===== src/rtl/mfd_pkg.sv =====
// ----------------------------------------------------------------------------
// Manchester frame decoder package
// Shared widths, codes and control structures for the frame decoder.
// ----------------------------------------------------------------------------
package mfd_pkg;

   // Default depth of the interval store
   localparam int MAX_EDGES_DEF = 512;

   // Frame layout
   localparam int FRAME_BYTES = 17;
   localparam int NUM_TEMPS   = 6;
   localparam int NUM_RELAYS  = 4;
   localparam int FIRST_RELAY = 13;
   localparam int LEN_LO      = (FRAME_BYTES - 1) * 8 + 1;
   localparam int LEN_HI      = FRAME_BYTES * 8;

   // Field widths
   localparam int INTERVAL_W  = 16;
   localparam int MIN_EDGES_W = 10;
   localparam int ID_W        = 8;
   localparam int STATUS_W    = 3;
   localparam int TEMP_W      = 16;
   localparam int CSR_IDX_W   = 2;
   localparam int CSR_DATA_W  = 10;

   // Reset values of the configuration registers
   localparam logic [MIN_EDGES_W-1:0] MIN_EDGES_RST   = 10'd100;
   localparam logic [ID_W-1:0]        EXPECTED_ID_RST = 8'h20;

   typedef logic [INTERVAL_W-1:0]  interval_type;
   typedef logic [INTERVAL_W:0]    sum_type;
   typedef logic [MIN_EDGES_W-1:0] min_edges_type;
   typedef logic [ID_W-1:0]        id_type;
   typedef logic signed [TEMP_W-1:0] temp_type;
   typedef logic [CSR_IDX_W-1:0]   csr_idx_type;
   typedef logic [CSR_DATA_W-1:0]  csr_data_type;
   typedef logic [FRAME_BYTES-1:0][7:0] frame_bytes_type;

   // Item kinds
   localparam logic KIND_EDGE    = 1'b0;
   localparam logic KIND_TIMEOUT = 1'b1;

   // Register indexes
   typedef enum logic [CSR_IDX_W-1:0] {
      REG_MIN_EDGES   = 2'd0,
      REG_EXPECTED_ID = 2'd1
   } reg_idx_type;

   // Frame status codes
   typedef enum logic [STATUS_W-1:0] {
      ST_OK       = 3'd0,
      ST_TOO_FEW  = 3'd1,
      ST_BAD_PAIR = 3'd2,
      ST_BAD_LEN  = 3'd3,
      ST_BAD_ID   = 3'd4
   } status_type;

   // Control from the frame collector to the decode sequencer
   typedef struct packed {
      logic start;
      logic ack;
   } dec_ctrl_type;

   // Status from the decode sequencer back to the frame collector
   typedef struct packed {
      logic       done;
      status_type status;
   } dec_stat_type;

endpackage


===== src/rtl/mfd_decode.sv =====
// ----------------------------------------------------------------------------
// Manchester frame decode sequencer
// Walks the interval store one entry a cycle, classes pairs and packs bytes.
// ----------------------------------------------------------------------------
module mfd_decode #(
   parameter int MAX_EDGES = mfd_pkg::MAX_EDGES_DEF,
   localparam int ADDR_W = $clog2(MAX_EDGES),
   localparam int CNT_W  = $clog2(MAX_EDGES + 1)
) (
   input  logic                    clock,
   input  logic                    reset,
   input  mfd_pkg::dec_ctrl_type   ctrl,
   output mfd_pkg::dec_stat_type   stat,
   input  logic [CNT_W-1:0]        edge_count,
   input  mfd_pkg::min_edges_type  min_edges,
   input  mfd_pkg::id_type         expected_id,
   input  mfd_pkg::sum_type        sum,
   output logic                    rd_en,
   output logic [ADDR_W-1:0]       rd_addr,
   input  mfd_pkg::interval_type   rd_data,
   output mfd_pkg::frame_bytes_type frame_bytes
);

   import mfd_pkg::*;

   localparam int BC_W  = $clog2(MAX_EDGES / 2 + 1);
   localparam int BI_W  = $clog2(FRAME_BYTES);
   localparam int CMP_W = (CNT_W > MIN_EDGES_W) ? CNT_W : MIN_EDGES_W;

   typedef enum logic [3:0] {
      D_IDLE  = 4'b0001,
      D_READ  = 4'b0010,
      D_CHECK = 4'b0100,
      D_DONE  = 4'b1000
   } dstate_type;

   dstate_type       state_ff, state_in;
   logic [CNT_W-1:0] issue_ff, issue_in;
   logic             dv_ff, dv_in;
   logic             dph_ff, dph_in;
   logic             dlast_ff, dlast_in;
   logic             first_ff, first_in;
   logic [7:0]       acc_ff, acc_in;
   logic [BC_W-1:0]  bc_ff, bc_in;
   status_type       status_ff, status_in;
   frame_bytes_type  bytes_ff;

   logic             byte_we;
   logic [BI_W-1:0]  byte_idx;
   logic [7:0]       byte_wd;
   logic             in_range;
   logic             is_long;
   logic             too_few;
   logic [7:0]       acc_shift;
   logic [CNT_W-1:0] pair_end;

   assign pair_end = {edge_count[CNT_W-1:1], 1'b0};
   assign too_few  = (edge_count < CNT_W'(2)) ||
                     (CMP_W'(edge_count) < CMP_W'(min_edges));
   assign is_long  = ({rd_data, 1'b0} >= sum);
   assign byte_idx = bc_ff[BI_W+2:3];
   assign in_range = (bc_ff[BC_W-1:3] < (BC_W-3)'(FRAME_BYTES));
   assign acc_shift = {acc_ff[6:0], is_long};

   always_comb begin
      state_in  = state_ff;
      issue_in  = issue_ff;
      dv_in     = 1'b0;
      dph_in    = dph_ff;
      dlast_in  = dlast_ff;
      first_in  = first_ff;
      acc_in    = acc_ff;
      bc_in     = bc_ff;
      status_in = status_ff;
      byte_we   = 1'b0;
      byte_wd   = acc_shift;
      rd_en     = 1'b0;
      rd_addr   = issue_ff[ADDR_W-1:0];
      case (state_ff)
         D_IDLE: begin
            if (ctrl.start) begin
               issue_in = '0;
               acc_in   = '0;
               bc_in    = '0;
               if (too_few) begin
                  status_in = ST_TOO_FEW;
                  state_in  = D_DONE;
               end else begin
                  state_in = D_READ;
               end
            end
         end
         D_READ: begin
            if (issue_ff < pair_end) begin
               rd_en    = 1'b1;
               issue_in = issue_ff + CNT_W'(1);
               dv_in    = 1'b1;
               dph_in   = issue_ff[0];
               dlast_in = (issue_ff == pair_end - CNT_W'(1));
            end
            if (dv_ff) begin
               if (!dph_ff) begin
                  first_in = is_long;
               end else if (first_ff == is_long) begin
                  status_in = ST_BAD_PAIR;
                  state_in  = D_DONE;
                  dv_in     = 1'b0;
               end else begin
                  bc_in = bc_ff + BC_W'(1);
                  if (bc_ff[2:0] == 3'd7) begin
                     acc_in  = '0;
                     byte_we = in_range;
                  end else begin
                     acc_in = acc_shift;
                  end
                  if (dlast_ff) begin
                     state_in = D_CHECK;
                  end
               end
            end
         end
         D_CHECK: begin
            // A partial last byte keeps its bits in the low positions.
            byte_wd = acc_ff;
            byte_we = in_range && (bc_ff[2:0] != 3'd0);
            if ((bc_ff < BC_W'(LEN_LO)) || (bc_ff > BC_W'(LEN_HI))) begin
               status_in = ST_BAD_LEN;
            end else if (bytes_ff[0] != expected_id) begin
               status_in = ST_BAD_ID;
            end else begin
               status_in = ST_OK;
            end
            state_in = D_DONE;
         end
         D_DONE: begin
            if (ctrl.ack) begin
               state_in = D_IDLE;
            end
         end
         default: begin
            state_in = D_IDLE;
         end
      endcase
   end

   always_ff @(posedge clock) begin
      if (reset) begin
         state_ff <= D_IDLE;
         dv_ff    <= 1'b0;
      end else begin
         state_ff <= state_in;
         dv_ff    <= dv_in;
      end
      issue_ff  <= issue_in;
      dph_ff    <= dph_in;
      dlast_ff  <= dlast_in;
      first_ff  <= first_in;
      acc_ff    <= acc_in;
      bc_ff     <= bc_in;
      status_ff <= status_in;
      if (byte_we) begin
         bytes_ff[byte_idx] <= byte_wd;
      end
   end

   assign stat.done   = (state_ff == D_DONE);
   assign stat.status = status_ff;
   assign frame_bytes = bytes_ff;

endmodule


===== config.mk =====
export PLATFORM = sky130hd
export DESIGN_NAME = mfd_decode
export DESIGN_NICKNAME = d
export VERILOG_FILES = /design/src/rtl/mfd_pkg.sv /design/src/rtl/mfd_decode.sv
export SDC_FILE = /design/constraint.sdc
export NUM_CORES = 1
export LEC_CHECK = 0
export BUFFER_PORTS_ARGS = -buffer_cell sky130_fd_sc_hd__clkbuf_2
export CORE_MARGIN = 5
export CORE_UTILIZATION = 50
export CTS_BUF_LIST = sky130_fd_sc_hd__clkbuf_4 sky130_fd_sc_hd__clkbuf_8
export DETAILED_ROUTE_END_ITERATION = 12
export PLACE_DENSITY = 0.77
export SLEW_MARGIN = 30
export SYNTH_ARGS = -nofsm -noshare
export SYNTH_HDL_FRONTEND = slang
export SYNTH_SLANG_ARGS = --single-unit

===== constraint.sdc =====
create_clock -name clock -period 5.7 [get_ports clock]
set_clock_uncertainty 0.1 [all_clocks]
set_input_delay 1.425 -clock clock [delete_from_list [all_inputs] [get_ports clock]]
set_output_delay 1.425 -clock clock [all_outputs]
set_load 0.005 [all_outputs]

# Word-level counts from Yosys, hierarchy flattened
# Index checks and enable logic that the tools add are counted.
totals:
  out_inout_bits: 150
  regBits: 174
  inputBits: 65
  word_cells: 115
classes:
  n_reduce_logical: 14
  bitwise_logic: 2
  magnitude_cmp: 9
  eq_ne: 17
  addsub: 3
  mux: 44
op_table:
  columns: ["op", "count"]
  rows:
  - ["bitwise mux 136 bit", 1]
  - ["2-to-1 mux 8 bit", 7]
  - ["demux 8 bit (select 5 bit)", 1]
  - ["2-to-1 mux 9 bit", 4]
  - ["2-to-1 mux 4 bit", 7]
  - ["2-to-1 mux 3 bit", 7]
  - ["< comparator 10 bit", 2]
  - ["2-to-1 mux 10 bit", 2]
  - ["case mux 10 bit (2 select lines)", 1]
  - ["case mux 9 bit (2 select lines)", 1]
  - ["greater-or-equal comparator 17 bit", 1]
  - ["!= test 2 bit, second input constant", 8]
  - ["case mux 4 bit (4 select lines)", 1]
  - ["case mux 8 bit (2 select lines)", 1]
  - ["adder 10 x 1 -> 10 bit, second input constant", 1]
  - ["equality test 10 bit", 1]
  - ["< comparator 10 x 2 -> 1 bit, second input constant", 1]
  - ["AND reduction 5 bit", 2]
  - ["subtractor 10 x 1 -> 10 bit, second input constant", 1]
  - ["adder 9 x 1 -> 9 bit, second input constant", 1]
  - ["> comparator 9 x 8 -> 1 bit, second input constant", 1]
  - ["< comparator 9 x 8 -> 1 bit, second input constant", 1]
  - ["2-to-1 mux 1 bit", 9]
  - ["case mux 3 bit (3 select lines)", 1]
  - ["other kinds (21)", 26]

# Logic depth before layout (Yosys ltp)
# Gate-level depths: netlist of the first run.
logic_depth:
  ltp_word: 6
  depth_mapped: 9
  ltp_nobuf: 8

# Least setup slack after synthesis of the first run
# Ideal clock, no wire load.
synth_timing:
  kind: "input to register"
  startpoint: "in sum[1]"
  endpoint: "reg acc_ff[0], enable pin"
  arrival_time_ns: 4.246
  path_buffers: 0
  path_slack_ns: 0.936
  required_ns: 5.182
  setup_ns: 0.418
  stages: 8
  path_cell_list: "inv_1 ha_1 nor2b_1 o21a_1 o311a_1 o31ai_1 nand2_1 o31ai_1"
synth_via:
  elab_chain_cells: 4
synth_rtl:
  columns: ["item", "line", "source"]
  rows:
  - ["from (decl)", "mfd_decode.sv:17", "input mfd_pkg::sum_type sum,"]
  - ["greater-or-equal comparator 17 bit", "mfd_decode.sv:60", "assign is_long = ({rd_data, 1'b0} >= sum);"]
  - ["equality test 1 bit", "mfd_decode.sv:104", "end else if (first_ff == is_long) begin"]
  - ["!= test 2 bit (no source line)", null, null]
  - ["AND reduction 5 bit (no source line)", null, null]
  - ["to (signal assigned)", "mfd_decode.sv:158", "acc_ff <= acc_in;"]
  - ["to (decl)", "mfd_decode.sv:43", "logic [7:0] acc_ff, acc_in;"]
# Every way passes these cells.
# A chain may end at the register's enable or synchronous reset.

# Worst setup path after layout of the first run
layout_timing:
  startpoint: "in edge_count[2]"
  endpoint: "out rd_en"
layout_via:
  elab_chain_cells: 3
layout_rtl:
  columns: ["item", "line", "source"]
  rows:
  - ["from (decl)", "mfd_decode.sv:14", "input logic [CNT_W-1:0] edge_count,"]
  - ["< comparator 10 bit", "mfd_decode.sv:94", "if (issue_ff < pair_end) begin"]
  - ["2-to-1 mux 1 bit", "mfd_decode.sv:94", null]
  - ["2-to-1 mux 1 bit", "mfd_decode.sv:79", "case (state_ff)"]
  - ["to (decl)", "mfd_decode.sv:18", "output logic rd_en,"]
# Every way passes these cells.

==> flow_summary.toml, run 1 <==
[clocking]
cts_resized = 0
cts_max_level = 4
clk_latency_ns = 0.45
cts_sinks = 174
clk_pin_slew_worst_paths_ns = 0.09
cts_made_buffers = 17
post_cts_buffers = 0
cts.path.max_buffers = 2
cts_hold_buf = 0
cts_tree = "yes"
cts_root_buffer = "clkbuf_8"

[floorplanning]
pin_count = 215
core_sq_mm = 0.0146
die_width_um = 133
initial_core_util = 0.515
fp-row-count = 44
dieArea_sq_mm = 0.0176
die_h_um = 133

[synth]
syn_nets = 634
yosys_register_bits = 174
syn_inst = 530
synth.avg_cell_area_sq_um = 14.2
synth_top_flop_cell = "edfxtp_1"
seq_area_frac_synth = 0.686
ys_warn_count = 0
yosysUniqueCellTypes = 52
synth_area_sq_mm = 0.00754
synth_edf_count = 169
async_flop_share = 0

[global_route]
grt_pass1_wl_um = 26500
antenna_found_initial = 0
grt_overflow = 0
grt-busiest-layer = "met2"
grt_use_total = 0.191
first_global_vias = 5019
grt_max_degree = 26
use_met2 = 0.323
use_met3 = 0.0604
use_met1 = 0.243

[pwr]
vdd_ir_drop_max_mv = 0.213
powerDensity_mw_per_mm2 = 329
leakagePower_nw = 3.74

[placed_design]
portBuffers = 214
place_congestion = 0.856
dpl.hpwl_um = 12600

[route]
wl_per_cell_um = 17.9
wl_um = 17000
drc_errors = 0
drt_pass1_iterations = 4
antenna_left = 0
via_per_inst = 5.35
drt_iter0_drc = 201
vias = 5084

[sta]
rsz0062_at_grt = "no"
max_freq_mhz = 222
setup-violations-final = 0
drv_slew = 0
tns_ns = 0
finalCritPeriodShare = 0.791
period_needed_ns = 4.51
tightest_slew_ns = 0.897
relSlewSlack = 0.387
final_hold_viol_count = 0

[critical_path]
cp.arrival_ns = 2.98
path_delay_family = "compound AO/OA/AOI/OAI gates"
critical_path.startpoint_type = "primary input"
path_depth = 10
r2r_cells = 4
max_stage_delay_ns = 0.28
crit_buf_inv = 3
cp-end-kind = "output port"
crit_chain = "clkbuf_2, inv_1, ha_1, nor2b_1, o21a_1, o21a_1, o21ai_0, a21oi_1, nor2_1, clkbuf_2"
critPathRequiredTime_ns = 4.18
path_max_fanout = 3
critical_path.slowest_cell = "ha_1"
timing_worst_setup_path_type = "in2out"

[finish]
fin_util = 0.636
n_fill_cell = 1095
antennaDiodeCount = 0
final_common_cell = "clkbuf_2"
nets = 858
drive_gt1_frac = 0.364
layout_common_cells = "clkbuf_2 (214), edfxtp_1 (169), inv_1 (42)"
synthToLayoutAreaGrowth_pct = 23.6

[flow_run]
maxCapViolations = 0

[hold_path]
worst_hold_path_type = "reg2reg"
whs_path_depth = 1

[outcome]
status = "complete, no violations"
-- Yosys cell counts, types with 2 or more instances --
library cell / n / area share
o31ai_1: 3 / 0.0030
nor2b_1: 6 / 0.0050
or3_1: 4 / 0.0033
a21oi_1: 16 / 0.011
xor2_1: 22 / 0.026
inv_1: 42 / 0.021
a31oi_1: 6 / 0.0050
and3_1: 3 / 0.0025
nor2_1: 29 / 0.014
nand2_1: 39 / 0.019
xnor2_1: 8 / 0.0093
a211oi_1: 15 / 0.015
nor3_1: 7 / 0.0046
buf_4: 9 / 0.0090
nand4_1: 8 / 0.0066
o21ai_0: 14 / 0.0093
a41oi_1: 2 / 0.0023
nand2b_1: 5 / 0.0041
and2_1: 11 / 0.0091
a2111oi_1: 4 / 0.0053
clkbuf_1: 7 / 0.0035
or4_1: 2 / 0.0020
o21a_1: 6 / 0.0060
nor4b_2: 2 / 0.0040
buf_6: 2 / 0.0030
edfxtp_1: 169 / 0.67
a21o_1: 3 / 0.0030
dfxtp_1: 5 / 0.013
nor3b_1: 3 / 0.0030
nor4_1: 4 / 0.0033
ha_1: 39 / 0.065
nand3_1: 13 / 0.0086
nand3b_1: 3 / 0.0030
-- layer usage --
metal / share of wire / up-vias
li1: - / 2414
met1: 0.42 / 2428
met2: 0.49 / 232
met3: 0.087 / 10
met4: 0.0060 / 0
met5: 0 / -
-- worst reg2reg max path, delay by kind of cell (launching register included) --
kind	cells	cell delay (ns)
DFF	1	0.66
AOI/OAI and AO/OA	2	1.09
and+or+nand+nor	2	1.11
-- flip-flops by register name, indices dropped and copies added (netlist names) --
register	cells
status_ff	3
frame_bytes	136
dlast_ff	1
issue_ff	10
dv_ff	1
state_ff	4
acc_ff	8
dph_ff	1
first_ff	1
bc_ff	9
-- logic make-up after synthesis --
logic type	share of synthesized area
flip-flops	0.686
AND/OR/NAND/NOR	0.103
AO/OA/AOI/OAI	0.0712
buffers and inverters	0.0370
adder cells (fa/ha/maj)	0.0647
XOR/XNOR	0.0349
multiplexers	0.00299
-- path summary, 6_finish.rpt --
| check | slack (ns) | end | start |
|---|---|---|---|
| min reg2reg | 0.49 | acc_ff[5] | acc_ff[4] |
| max reg2reg | 2.36 | frame_bytes[5] | bc_ff[3] |
| min | 0.49 | acc_ff[5] | acc_ff[4] |
| max | 1.19 | rd_en | edge_count[2] |
-- through the flow --
stage | hold WS (ns) | setup WS (ns) | instances | instance area [sq um] | total power, mW
CTS | 0.497 | 1.19 | 950 | 9230 | 3.08
floorplan | 0.425 | 0.936 | 530 | 7540 | 2.04
global placement | 0.457 | 1.22 | 918 | 8810 | 2.23
global route | 0.516 | 1.08 | 951 | 9320 | 3.21
detailed placement | 0.468 | 1.19 | 918 | 8840 | 2.26
finish | 0.492 | 1.19 | 951 | 9320 | 3.07
-- area by class of cell --
type / count / area [sq um] / share of cell area
tap: 184 / 230 / 0.0247
clock buffer: 18 / 241 / 0.0259
sequential: 174 / 5170 / 0.555
timing repair buffer: 224 / 1150 / 0.124
multi-input combinational: 295 / 2210 / 0.237
clock inverter: 14 / 153 / 0.0164
inverter: 42 / 158 / 0.0169
-- power by group --
part           internal (mW)  leakage [nW]  total (mW)  switching, mW
Sequential              1.58          1.58        1.70          0.124
Clock                  0.368         0.197       0.828          0.460
Combinational          0.192          1.97       0.533          0.341
Power figures use the tool's default switching activity.
==> inputs of run 2 (changes only) <==
Clock period 5.7 ns to 4.7 ns, I/O delays scaled along.
==> run 2 against run 1 <==
Net effect:
- final area down 0.17%
- sequential cell count unchanged
- total power increased by 21%
- first-iteration DRC count rose by 71%
- via count up 2.2%
- critical path depth unchanged
- register-to-register slack lost 1.2 ns
- sequential power grew 22%
- non-clock buffer count grew 5
- routed wire length is 3.0% higher
- clock power rose by 21%
- highest routed layer unchanged
==> flow_summary.toml, run 2 (synthesis results as in run 1) <==
[outcome]
status = "complete, no violations"

[clocking]
cts_max_level = 4
clk_pin_slew_worst_paths_ns = 0.09
cts.path.max_buffers = 2
cts_hold_buf = 0
cts_tree = "yes"
post_cts_buffers = 0
cts_made_buffers = 17
cts_resized = 0
cts_sinks = 174
cts_root_buffer = "clkbuf_8"
clk_latency_ns = 0.45

[global_route]
first_global_vias = 5110
grt_max_degree = 25
grt_use_total = 0.195
grt_pass1_wl_um = 27200
grt_overflow = 0
antenna_found_initial = 0

[placed_design]
dpl.hpwl_um = 12900
dp_slack_ns = 0.510
portBuffers = 214
dpl_cell_area_sq_mm = 0.00886
place_congestion = 0.895
dp.cells = 924

[hold_path]
worst_hold_path_type = "reg2reg"

[critical_path]
timing_worst_setup_path_type = "in2out"
critical_path.startpoint_type = "primary input"
crit_chain = "clkbuf_2, inv_1, ha_1, nor2b_1, o21a_1, o21a_1, o21ai_0, a21oi_1, nor2_1, clkbuf_2"
path_delay_family = "compound AO/OA/AOI/OAI gates"
crit_buf_inv = 3
cp-end-kind = "output port"
critPathRequiredTime_ns = 3.42
max_stage_delay_ns = 0.28
path_max_fanout = 3
critical_path.slowest_cell = "ha_1"
cp.arrival_ns = 2.75

[finish]
postLayoutCellArea_sq_mm = 0.00930
drive_gt1_frac = 0.361
final_common_cell = "clkbuf_2"
stdcell_count = 956
layout_common_cells = "clkbuf_2 (214), edfxtp_1 (169), inv_1 (42)"
fin_util = 0.635
nets = 863
synthToLayoutAreaGrowth_pct = 23.4
n_fill_cell = 1074
antennaDiodeCount = 0
largest_reg_flops = 136

[sta]
whs_ns = 0.497
tns_ns = 0
final_hold_viol_count = 0
tightest_slew_ns = 1.05
relSlewSlack = 0.300
max_freq_mhz = 248
setup-violations-final = 0
drv_slew = 0
rsz0062_at_grt = "no"
period_needed_ns = 4.03
finalCritPeriodShare = 0.857
fin_ws_ns = 0.672

[pwr]
powerDensity_mw_per_mm2 = 400
leakagePower_nw = 3.76
vdd_ir_drop_max_mv = 0.212
power.total_mw = 3.72

[floorplanning]
dieArea_sq_mm = 0.0176
die_width_um = 133
initial_core_util = 0.515
core_sq_mm = 0.0146
die_h_um = 133
fp-row-count = 44
pin_count = 215

[route]
drt_iter0_drc = 344
vias = 5195
antenna_left = 0
wl_um = 17500
wl_per_cell_um = 18.3
drc_errors = 0
via_per_inst = 5.43
drt_pass1_iterations = 5

[flow_run]
maxCapViolations = 0
[run 2: per-layer routing]
layer / GRT usage / up-vias / part of all wire
li1: - / 2427 / -
met1: 0.250 / 2502 / 0.41
met2: 0.330 / 254 / 0.49
met3: 0.0645 / 12 / 0.087
met4: 0.0346 / 0 / 0.0070
met5: 0 / - / 0
[run 2: final cells by class]
class	instances	area, sq um	share of cell area
clock buffer	17	234	0.0252
clock inverter	15	151	0.0163
inverter	42	158	0.0169
multi-input combinational	295	2170	0.233
sequential	174	5170	0.556
tap	184	230	0.0248
timing repair buffer	229	1180	0.127
[run 2: power breakdown]
group | total [mW] | internal [mW] | switching, mW | leakage, nW
Clock | 1.00 | 0.439 | 0.563 | 0.193
Sequential | 2.07 | 1.92 | 0.152 | 1.58
Combinational | 0.647 | 0.233 | 0.414 | 1.99
[run 2: worst reg2reg max path: cells and delay by family (launching register included)]
kind            cells  cell delay [ns]
flops               1             0.66
compound gates      2             1.13
simple gates        2             1.31
[run 2: path summary, 6_finish.rpt]
kind	start	endpoint	slack, ns	cells past startpoint
max	edge_count[2]	rd_en	0.67	10
min	acc_ff[4]	acc_ff[5]	0.50	1
max reg2reg	bc_ff[3]	frame_bytes[129]	1.14	4
min reg2reg	acc_ff[4]	acc_ff[5]	0.50	1
